==> config.mk <==
export PLATFORM = sky130hd
export DESIGN_NAME = partition_fit_allocator_unit
export DESIGN_NICKNAME = d
export VERILOG_FILES = /design/src/rtl/pfa_pkg.sv /design/src/rtl/partition_fit_allocator_unit.sv /design/src/rtl/pfa_size_mem.sv
export VERILOG_INCLUDE_DIRS = /design/src /design/src/rtl
export SDC_FILE = /design/constraint.sdc
export NUM_CORES = 1
export LEC_CHECK = 0
export ABC_AREA = 1
export BUFFER_PORTS_ARGS = -buffer_cell sky130_fd_sc_hd__buf_4
export CAP_MARGIN = 20
export CORE_ASPECT_RATIO = 1.2
export CORE_UTILIZATION = 60
export DETAILED_ROUTE_END_ITERATION = 10
export HOLD_SLACK_MARGIN = 0.06
export PLACE_DENSITY = 0.81
export SLEW_MARGIN = 20
export SYNTH_ARGS = -nofsm -noshare
export SYNTH_HDL_FRONTEND = slang
export SYNTH_SLANG_ARGS = --single-unit
==> constraint.sdc <==
create_clock -name clk_i -period 3.3 [get_ports clk_i]
set_clock_uncertainty 0.15 [all_clocks]
set_input_delay 0.66 -clock clk_i [delete_from_list [all_inputs] [get_ports clk_i]]
set_output_delay 0.66 -clock clk_i [all_outputs]
set_load 0.01 [all_outputs]
==> src/rtl/partition_fit_allocator_unit_defines.svh <==
`ifndef PARTITION_FIT_ALLOCATOR_UNIT_DEFINES_SVH
`define PARTITION_FIT_ALLOCATOR_UNIT_DEFINES_SVH

// same-cycle implication, checked outside reset
`define PFA_ASSERT_IMPL(label, ante, cons, msg) \
  label: assert property (@(posedge clk_i) disable iff (!rst_ni) (ante) |-> (cons)) \
    else $error(msg);

// next-cycle implication, checked outside reset
`define PFA_ASSERT_NEXT(label, ante, cons, msg) \
  label: assert property (@(posedge clk_i) disable iff (!rst_ni) (ante) |=> (cons)) \
    else $error(msg);

`endif

==> src/rtl/pfa_pkg.sv <==
package pfa_pkg;

  localparam int PARTITIONS_DEF = 8;
  localparam int SIZE_BITS_DEF  = 16;

  localparam int KIND_W    = 1;
  localparam int EIDX_W    = 3;
  localparam int FSIZE_W   = 16;
  localparam int STATUS_W  = 2;
  localparam int BIDX_W    = 3;
  localparam int TOTAL_W   = 19;
  localparam int POLICY_W  = 2;
  localparam int PIU_W     = 4;
  localparam int CFG_IDX_W = 1;
  localparam int CFG_DAT_W = 4;

  localparam logic [KIND_W-1:0] KIND_LOAD  = 1'b0;
  localparam logic [KIND_W-1:0] KIND_ALLOC = 1'b1;

  localparam logic [STATUS_W-1:0] STATUS_LOADED = 2'd0;
  localparam logic [STATUS_W-1:0] STATUS_ALLOC  = 2'd1;
  localparam logic [STATUS_W-1:0] STATUS_NOFIT  = 2'd2;

  localparam logic [POLICY_W-1:0] POLICY_FIRST = 2'd0;
  localparam logic [POLICY_W-1:0] POLICY_BEST  = 2'd1;
  localparam logic [POLICY_W-1:0] POLICY_WORST = 2'd2;

  localparam logic [CFG_IDX_W-1:0] CFG_POLICY = 1'b0;
  localparam logic [CFG_IDX_W-1:0] CFG_PIU    = 1'b1;

  localparam logic [POLICY_W-1:0] POLICY_RST = POLICY_FIRST;
  localparam logic [PIU_W-1:0]    PIU_RST    = 4'd6;

  typedef enum logic [2:0] {
    ST_IDLE   = 3'b001,
    ST_SEARCH = 3'b010,
    ST_TOTAL  = 3'b100
  } pfa_state_e;

endpackage

==> src/rtl/partition_fit_allocator_unit.sv <==
// A load transaction runs a totals pass; an allocation runs a search pass and then a totals pass,
// each over the partitions in use after saturation.
// One transaction at a time, one memory entry read per cycle; busy_o drops in the result cycle.
// Reset: policy first fit, six partitions in use, all sizes zero, all partitions free.
// The receiver cannot stall: done_o marks each result for exactly one cycle.
`include "partition_fit_allocator_unit_defines.svh"

module partition_fit_allocator_unit #(
  parameter int PARTITIONS = pfa_pkg::PARTITIONS_DEF,
  parameter int SIZE_BITS  = pfa_pkg::SIZE_BITS_DEF
) (
  input  logic                           clk_i,
  input  logic                           rst_ni,
  input  logic                           cfg_we_i,
  input  logic [pfa_pkg::CFG_IDX_W-1:0]  cfg_index_i,
  input  logic [pfa_pkg::CFG_DAT_W-1:0]  cfg_wdata_i,
  input  logic                           start_i,
  output logic                           busy_o,
  input  logic [pfa_pkg::KIND_W-1:0]     kind_i,
  input  logic [pfa_pkg::EIDX_W-1:0]     entry_index_i,
  input  logic [pfa_pkg::FSIZE_W-1:0]    entry_size_i,
  input  logic [pfa_pkg::FSIZE_W-1:0]    request_size_i,
  output logic                           done_o,
  output logic [pfa_pkg::STATUS_W-1:0]   status_o,
  output logic [pfa_pkg::BIDX_W-1:0]     block_index_o,
  output logic [pfa_pkg::FSIZE_W-1:0]    block_size_o,
  output logic [pfa_pkg::TOTAL_W-1:0]    total_free_o,
  output logic [pfa_pkg::FSIZE_W-1:0]    largest_free_o,
  output logic [pfa_pkg::TOTAL_W-1:0]    fragmentation_o
);

  localparam int IDX_W = (PARTITIONS > 1) ? $clog2(PARTITIONS) : 1;
  localparam int CNT_W = $clog2(PARTITIONS + 1);
  localparam int SZW   = (SIZE_BITS > pfa_pkg::FSIZE_W) ? SIZE_BITS : pfa_pkg::FSIZE_W;
  localparam int TOT_W = SIZE_BITS + CNT_W;

  pfa_pkg::pfa_state_e state_q, state_d;

  logic [pfa_pkg::POLICY_W-1:0] policy_q;
  logic [pfa_pkg::PIU_W-1:0]    piu_q;
  logic [pfa_pkg::FSIZE_W-1:0]  req_q;
  logic [CNT_W-1:0]             n_q, n_d;
  logic [CNT_W-1:0]             cnt_q;
  logic                         rd_vld_q;
  logic [IDX_W-1:0]             rd_idx_q;
  logic [PARTITIONS-1:0]        taken_q;
  logic                         found_q;
  logic [IDX_W-1:0]             pick_q;
  logic [SIZE_BITS-1:0]         pick_size_q;
  logic [pfa_pkg::STATUS_W-1:0] status_q;
  logic [TOT_W-1:0]             total_q;
  logic [SIZE_BITS-1:0]         largest_q;
  logic                         done_q;

  logic                 accept;
  logic                 load_ok;
  logic                 scanning;
  logic                 issue;
  logic                 pass_end;
  logic [SIZE_BITS-1:0] rd_size;
  logic                 rd_free;
  logic                 fits;
  logic                 better;

  assign accept   = start_i && (state_q == pfa_pkg::ST_IDLE);
  assign load_ok  = accept && (kind_i == pfa_pkg::KIND_LOAD) &&
                    (int'(entry_index_i) < PARTITIONS);
  assign scanning = (state_q == pfa_pkg::ST_SEARCH) || (state_q == pfa_pkg::ST_TOTAL);
  assign issue    = scanning && (cnt_q < n_q);
  assign pass_end = scanning && !issue && !rd_vld_q;

  always_comb begin
    if (int'(piu_q) > PARTITIONS) begin
      n_d = CNT_W'(PARTITIONS);
    end else begin
      n_d = CNT_W'(piu_q);
    end
  end

  pfa_size_mem #(
    .PARTITIONS (PARTITIONS),
    .SIZE_BITS  (SIZE_BITS)
  ) u_size_mem (
    .clk_i   (clk_i),
    .rst_ni  (rst_ni),
    .we_i    (load_ok),
    .waddr_i (IDX_W'(entry_index_i)),
    .wdata_i (SIZE_BITS'(entry_size_i)),
    .re_i    (issue),
    .raddr_i (cnt_q[IDX_W-1:0]),
    .rdata_o (rd_size)
  );

  assign rd_free = rd_vld_q && !taken_q[rd_idx_q];
  assign fits    = rd_free && (SZW'(rd_size) >= SZW'(req_q));

  always_comb begin
    case (policy_q)
      pfa_pkg::POLICY_BEST:  better = rd_size < pick_size_q;
      pfa_pkg::POLICY_WORST: better = rd_size > pick_size_q;
      default:               better = 1'b0;
    endcase
  end

  always_comb begin
    state_d = state_q;
    case (state_q)
      pfa_pkg::ST_IDLE: begin
        if (accept) begin
          state_d = (kind_i == pfa_pkg::KIND_ALLOC) ? pfa_pkg::ST_SEARCH : pfa_pkg::ST_TOTAL;
        end
      end
      pfa_pkg::ST_SEARCH: begin
        if (pass_end) begin
          state_d = pfa_pkg::ST_TOTAL;
        end
      end
      pfa_pkg::ST_TOTAL: begin
        if (pass_end) begin
          state_d = pfa_pkg::ST_IDLE;
        end
      end
      default: state_d = pfa_pkg::ST_IDLE;
    endcase
  end

  always_ff @(posedge clk_i or negedge rst_ni) begin
    if (!rst_ni) begin
      state_q  <= pfa_pkg::ST_IDLE;
      policy_q <= pfa_pkg::POLICY_RST;
      piu_q    <= pfa_pkg::PIU_RST;
      taken_q  <= '0;
      cnt_q    <= '0;
      rd_vld_q <= 1'b0;
      done_q   <= 1'b0;
    end else begin
      state_q  <= state_d;
      done_q   <= (state_q == pfa_pkg::ST_TOTAL) && pass_end;
      rd_vld_q <= issue;
      if (cfg_we_i) begin
        case (cfg_index_i)
          pfa_pkg::CFG_POLICY: policy_q <= cfg_wdata_i[pfa_pkg::POLICY_W-1:0];
          pfa_pkg::CFG_PIU:    piu_q    <= cfg_wdata_i[pfa_pkg::PIU_W-1:0];
          default: ;
        endcase
      end
      if (accept) begin
        cnt_q <= '0;
      end else if (issue) begin
        cnt_q <= cnt_q + 1'b1;
      end else if (pass_end) begin
        cnt_q <= '0;
      end
      if (load_ok) begin
        taken_q[IDX_W'(entry_index_i)] <= 1'b0;
      end else if ((state_q == pfa_pkg::ST_SEARCH) && pass_end && found_q) begin
        taken_q[pick_q] <= 1'b1;
      end
    end
  end

  always_ff @(posedge clk_i) begin
    if (issue) begin
      rd_idx_q <= cnt_q[IDX_W-1:0];
    end
    if (accept) begin
      n_q         <= n_d;
      req_q       <= request_size_i;
      found_q     <= 1'b0;
      pick_q      <= '0;
      pick_size_q <= '0;
      total_q     <= '0;
      largest_q   <= '0;
      status_q    <= pfa_pkg::STATUS_LOADED;
    end else if (state_q == pfa_pkg::ST_SEARCH) begin
      if (fits && (!found_q || better)) begin
        found_q     <= 1'b1;
        pick_q      <= rd_idx_q;
        pick_size_q <= rd_size;
      end
      if (pass_end) begin
        status_q <= found_q ? pfa_pkg::STATUS_ALLOC : pfa_pkg::STATUS_NOFIT;
      end
    end else if (state_q == pfa_pkg::ST_TOTAL) begin
      if (rd_free) begin
        total_q <= total_q + TOT_W'(rd_size);
        if (rd_size > largest_q) begin
          largest_q <= rd_size;
        end
      end
    end
  end

  assign busy_o          = (state_q != pfa_pkg::ST_IDLE);
  assign done_o          = done_q;
  assign status_o        = status_q;
  assign block_index_o   = pfa_pkg::BIDX_W'(pick_q);
  assign block_size_o    = pfa_pkg::FSIZE_W'(pick_size_q);
  assign total_free_o    = pfa_pkg::TOTAL_W'(total_q);
  assign largest_free_o  = pfa_pkg::FSIZE_W'(largest_q);
  assign fragmentation_o = pfa_pkg::TOTAL_W'(total_q) - pfa_pkg::TOTAL_W'(largest_q);

  `PFA_ASSERT_NEXT(a_start_busy, start_i && !busy_o, busy_o, "accepted transaction not busy")
  `PFA_ASSERT_IMPL(a_done_from_total, done_o, $past(state_q == pfa_pkg::ST_TOTAL) && !busy_o, "done without totals pass")
  `PFA_ASSERT_IMPL(a_alloc_fits, done_o && (status_o == pfa_pkg::STATUS_ALLOC), SZW'(pick_size_q) >= SZW'(req_q), "granted partition smaller than request")
  `PFA_ASSERT_IMPL(a_nogrant_zero, done_o && (status_o != pfa_pkg::STATUS_ALLOC), (pick_q == '0) && (pick_size_q == '0), "grant fields set without grant")

endmodule

==> src/rtl/pfa_size_mem.sv <==
module pfa_size_mem #(
  parameter int PARTITIONS = pfa_pkg::PARTITIONS_DEF,
  parameter int SIZE_BITS  = pfa_pkg::SIZE_BITS_DEF,
  localparam int IDX_W     = (PARTITIONS > 1) ? $clog2(PARTITIONS) : 1
) (
  input  logic                 clk_i,
  input  logic                 rst_ni,
  input  logic                 we_i,
  input  logic [IDX_W-1:0]     waddr_i,
  input  logic [SIZE_BITS-1:0] wdata_i,
  input  logic                 re_i,
  input  logic [IDX_W-1:0]     raddr_i,
  output logic [SIZE_BITS-1:0] rdata_o
);

  logic [SIZE_BITS-1:0]  mem_q [PARTITIONS];
  logic [PARTITIONS-1:0] valid_q;
  logic [SIZE_BITS-1:0]  rdata_q;
  logic                  rok_q;

  always_ff @(posedge clk_i) begin
    if (we_i) begin
      mem_q[waddr_i] <= wdata_i;
    end
    if (re_i) begin
      rdata_q <= mem_q[raddr_i];
    end
  end

  always_ff @(posedge clk_i or negedge rst_ni) begin
    if (!rst_ni) begin
      valid_q <= '0;
      rok_q   <= 1'b0;
    end else begin
      if (we_i) begin
        valid_q[waddr_i] <= 1'b1;
      end
      if (re_i) begin
        rok_q <= valid_q[raddr_i];
      end
    end
  end

  // never-loaded entries read as zero
  assign rdata_o = rok_q ? rdata_q : '0;

endmodule

==> metrics.md <==
| Metric | Value |
|---|---|
| Final #Nets | `about 1.7k` |
| Initial antenna violation count | `0` |
| Io pins | `~120` |
| Vias in the first global route | `around 10k` |
| Unrepaired setup endpoints after global routing | `true` |
| Drt first pass iters | `5` |
| CP most frequent cell | `nand2_1` |
| Die W | `136.2 um` |
| Maximum clock path buffer count | `3` |
| Failing checks | `setup timing` |
| Crit path max-delay family | `adder cells` |
| All-Layer GR Usage | `29.81%` |
| Number of flops mapped to enable cells by yosys | `167` |
| Min setup slack post-route | `-0.1807 ns` |
| Min-delay worst type | `in -> reg` |
| Ys flop type | `edfxtp_1` |
| Worst slew margin | `about 51%` |
| CP endpoint kind | `output port` |
| Die area | `22200 um2` |
| RePlAce Congestion | `0.9543` |
| DP HPWL | `21910 um` |
| Final period util | `105.5%` |
| Crit path cell chain | `inv_2 > ha_4 > fa_2 > o21ai_2 > nand2_1 > nand2_1 > a21o_1 > nand2_1 > nand2_2 > nand2_2 > nand2_2 > nand2_1 > nand2_1 > xor2_1 > buf_4` |
| Status | `finished, violations left` |
| N_diodes | `0` |
| Final TNS setup | `-0.6729 ns` |
| Critical path class | `reg -> out` |
| Critical Path AT | `2.67 ns` |
| Post-synthesis async set-or-reset flop share | `12.50%` |
| Critical path depth in cells | `15` |
| Share of cells above drive strength 1 | `19.64%` |
| Synthesis warning total | `0` |
| Critical hold path startpoint | `request_size_i[5]` |
| Drt drc | `0` |
| Setup crit start kind | `flop` |
| Worst r2r src | `u_size_mem.rok_q$_DFFE_PN0P_` |
| Clock latency on the worst-skew pair | `0.55 ns` |
| Core ar. | `21050 um2` |
| Worst-Margin Slew | `0.7365 ns` |
| Total grt overflow | `0` |
| Slew Limit Fails | `0` |
| Die Height | `163.0 um` |
| Number of port buffers | `121` |
| FP Rows | `58` |
| Seq/Total Area, Yosys | `53.70%` |
| Max cap viols | `0` |
| Via count | `approximately 11k` |
| H-tree depth | `1` |
| Global-route wire length before repair | `51160 um` |
| CTS clock-pin slew for the worst setup and hold paths | `0.06 ns` |
| Post-Synthesis Cell Area | `roughly 13000 um2` |
| Area grow syn2layout | `18.99%` |
| Initial Utilization | `61.59%` |
| Hold path cells | `1` |
| Syn_area_per_cell | `9.365 um2` |
| Sum of buffers and inverters on the critical path | `2` |
| Syn nets | `1511` |
| Syn Inst Count | `1384` |
| Root Buffer | `clkbuf_16` |
| Max Freq | `287.3 MHz` |
| Worst Reg-to-Reg Cells | `11` |
| Sink Count | `256` |
| Req. time, crit path | `2.49 ns` |
| Synth Register Bits | `between 200 and 300` |
| Critical Path Max Stage Delay | `between 0.3 and 0.4 ns` |
| Crit path max fanout | `3` |
| Pwr per Cell Area | `just over 1000 nW/um2` |
| Largest net degree at the start of global routing | `74` |
| Final Hold Viols | `0` |
| Hold WS | `0.1385 ns` |
| TritonCTS clock tree | `yes` |
| Worst-path cell with the longest stage delay | `fa_2` |
| Iteration-0 DRC Markers | `around 800` |
| Num CTS Buffers | `27` |
| Static Leak | `6.700 nW` |
| Post-route ant nets | `0` |
| Fin crit period | `3.481 ns` |
| Routed len/inst | `17.97 um` |
| Finish-stage setup viols | `8` |
| Crit path launch | `total_q[0]$_SDFFE_PP0P_` |
| WL final | `~33000 um` |
| Yosys cell types | `51` |
| Vias per cell | `5.752` |
| VDD IR max | `about 1600 uV` |
## cells in the mapped netlist (2+ instances only)
cell type / number / area share, %
a211oi_1: 3 / 0.17
a21o_1: 5 / 0.29
a21oi_1: 93 / 3.6
a21oi_2: 5 / 0.34
a31oi_1: 18 / 0.87
buf_2: 3 / 0.12
buf_4: 4 / 0.23
buf_6: 5 / 0.43
clkbuf_1: 32 / 0.93
dfrtp_1: 29 / 5.6
dfstp_2: 3 / 0.61
dfxtp_1: 57 / 8.8
edfxtp_1: 167 / 39
ha_1: 81 / 7.8
inv_1: 157 / 4.5
inv_2: 6 / 0.17
inv_4: 2 / 0.097
nand2_1: 199 / 5.8
nand2_2: 3 / 0.14
nand2_4: 4 / 0.35
nand3_1: 60 / 2.3
nand3_2: 11 / 0.85
nand3b_1: 2 / 0.12
nand4_1: 6 / 0.29
nor2_1: 197 / 5.7
nor2_2: 5 / 0.24
nor3_1: 9 / 0.35
nor4_1: 4 / 0.19
o211ai_1: 10 / 0.58
o21a_1: 4 / 0.23
o21ai_0: 121 / 4.7
o21ai_1: 4 / 0.15
o21ai_2: 2 / 0.14
o22ai_1: 25 / 1.2
or2_1: 4 / 0.19
or2_2: 4 / 0.19
xnor2_1: 10 / 0.68
xor2_1: 17 / 1.1
## report_power, final
group / total [mW] / leakage [nW] / switching [mW] / internal, mW
logic: 8.33 / 3.92 / 4.75 / 3.58
clock network: 3.06 / 0.431 / 1.31 / 1.75
registers: 4.27 / 2.35 / 0.342 / 3.93
total: 15.7 / 6.70 / 6.40 / 9.26
## path summary, 6_finish.rpt
path,end,slack [ns]
setup / recovery,fragmentation_o[12],-0.18
hold / removal,req_q[5]$_DFFE_PP_,0.14
setup reg to reg,largest_free_o[12]$_SDFFE_PP0P_,0.24
hold reg to reg,u_size_mem.valid_q[0]$_DFFE_PN0P_,0.31
max in group asynchronous,state_q[0]$_DFFE_PN1P_,2.22
min in group asynchronous,u_size_mem.valid_q[4]$_DFFE_PN0P_,0.45
## area by class of cell
class                      count  area, um2
tap                          270      337.8
clock inverter                21      211.5
timing repair buffer         174       1325
fill                        1474       5623
inverter                     166      628.1
sequential                   256       6967
multi-input combinational    917       5270
clock buffer                  29      683.2
## cell families (layout without fill, tap and decap cells)
logic type	Yosys count	after routing	synth area share [%]
AND/OR/NAND/NOR	514	514	17.41
flip-flops	256	256	53.70
AO/OA/AOI/OAI	294	294	12.51
XOR/XNOR	27	27	1.824
adder cells (fa/ha/maj)	82	82	7.974
buffers and inverters	211	390	6.584
## per-stage QoR
stage | std cells | util (%) | instance area (um2) | setup slack, ns | total power [mW]
after floorplan | 1384 | - | 12960 | 0.3322 | 8.923
after global placement | 1761 | 67.62 | 14230 | 0.1285 | 11.33
after detailed placement | 1761 | 67.62 | 14230 | 0.09596 | 11.54
after CTS | 1827 | 72.80 | 15320 | -0.1689 | 15.19
after global routing | 1833 | 73.28 | 15420 | -0.3217 | 16.67
final | 1833 | 73.28 | 15420 | -0.1807 | 15.66
## placed cells by master, fill, tap and decap left out, drive strengths merged, types with 5 or more instances in the layout
master / n
o211ai: 10
nor3: 9
clkinv: 11
nand2: 206
nand3: 71
dfrtp: 29
edfxtp: 167
dfxtp: 57
xor2: 17
clkbuf: 29
a21oi: 98
o21ai: 127
inv: 169
nand4: 7
o22ai: 25
a21o: 5
a31oi: 18
buf: 173
ha: 81
or2: 9
nor2: 204
xnor2: 10
## flip-flops by register name, indices dropped and copies added, names as in the netlist, 2 cells and up
register / flops
block_index_o: 3
block_size_o: 16
cnt_q: 4
largest_free_o: 16
n_q: 4
piu_q: 4
policy_q: 2
rd_idx_q: 3
req_q: 16
state_q: 3
status_o: 2
taken_q: 8
total_q: 19
u_size_mem.mem_q: 128
u_size_mem.rdata_q: 16
u_size_mem.valid_q: 8
## routing by layer
layer	GRT usage (%)	wire length (um)	part of all wire, %	vias to the layer above
li1	-	-	-	5035
met1	35.04	12820	39	4969
met2	52.56	16490	50	430
met3	4.669	2181	6.6	110
met4	14.65	1449	4.4	0
met5	0	0	0	-
## repair_timing
| item | in CTS | in global routing |
|---|---|---|
| gates resized for setup | 24 | 16 |
| hold buffers | 1 | 0 |
| endpoints found under the setup margin | 13 | 49 |
| pin swaps | 13 | 10 |
| buffers inserted | 15 | 6 |
| hold endpoints to repair | 29 | 0 |
(Power assumes the default switching activity.)
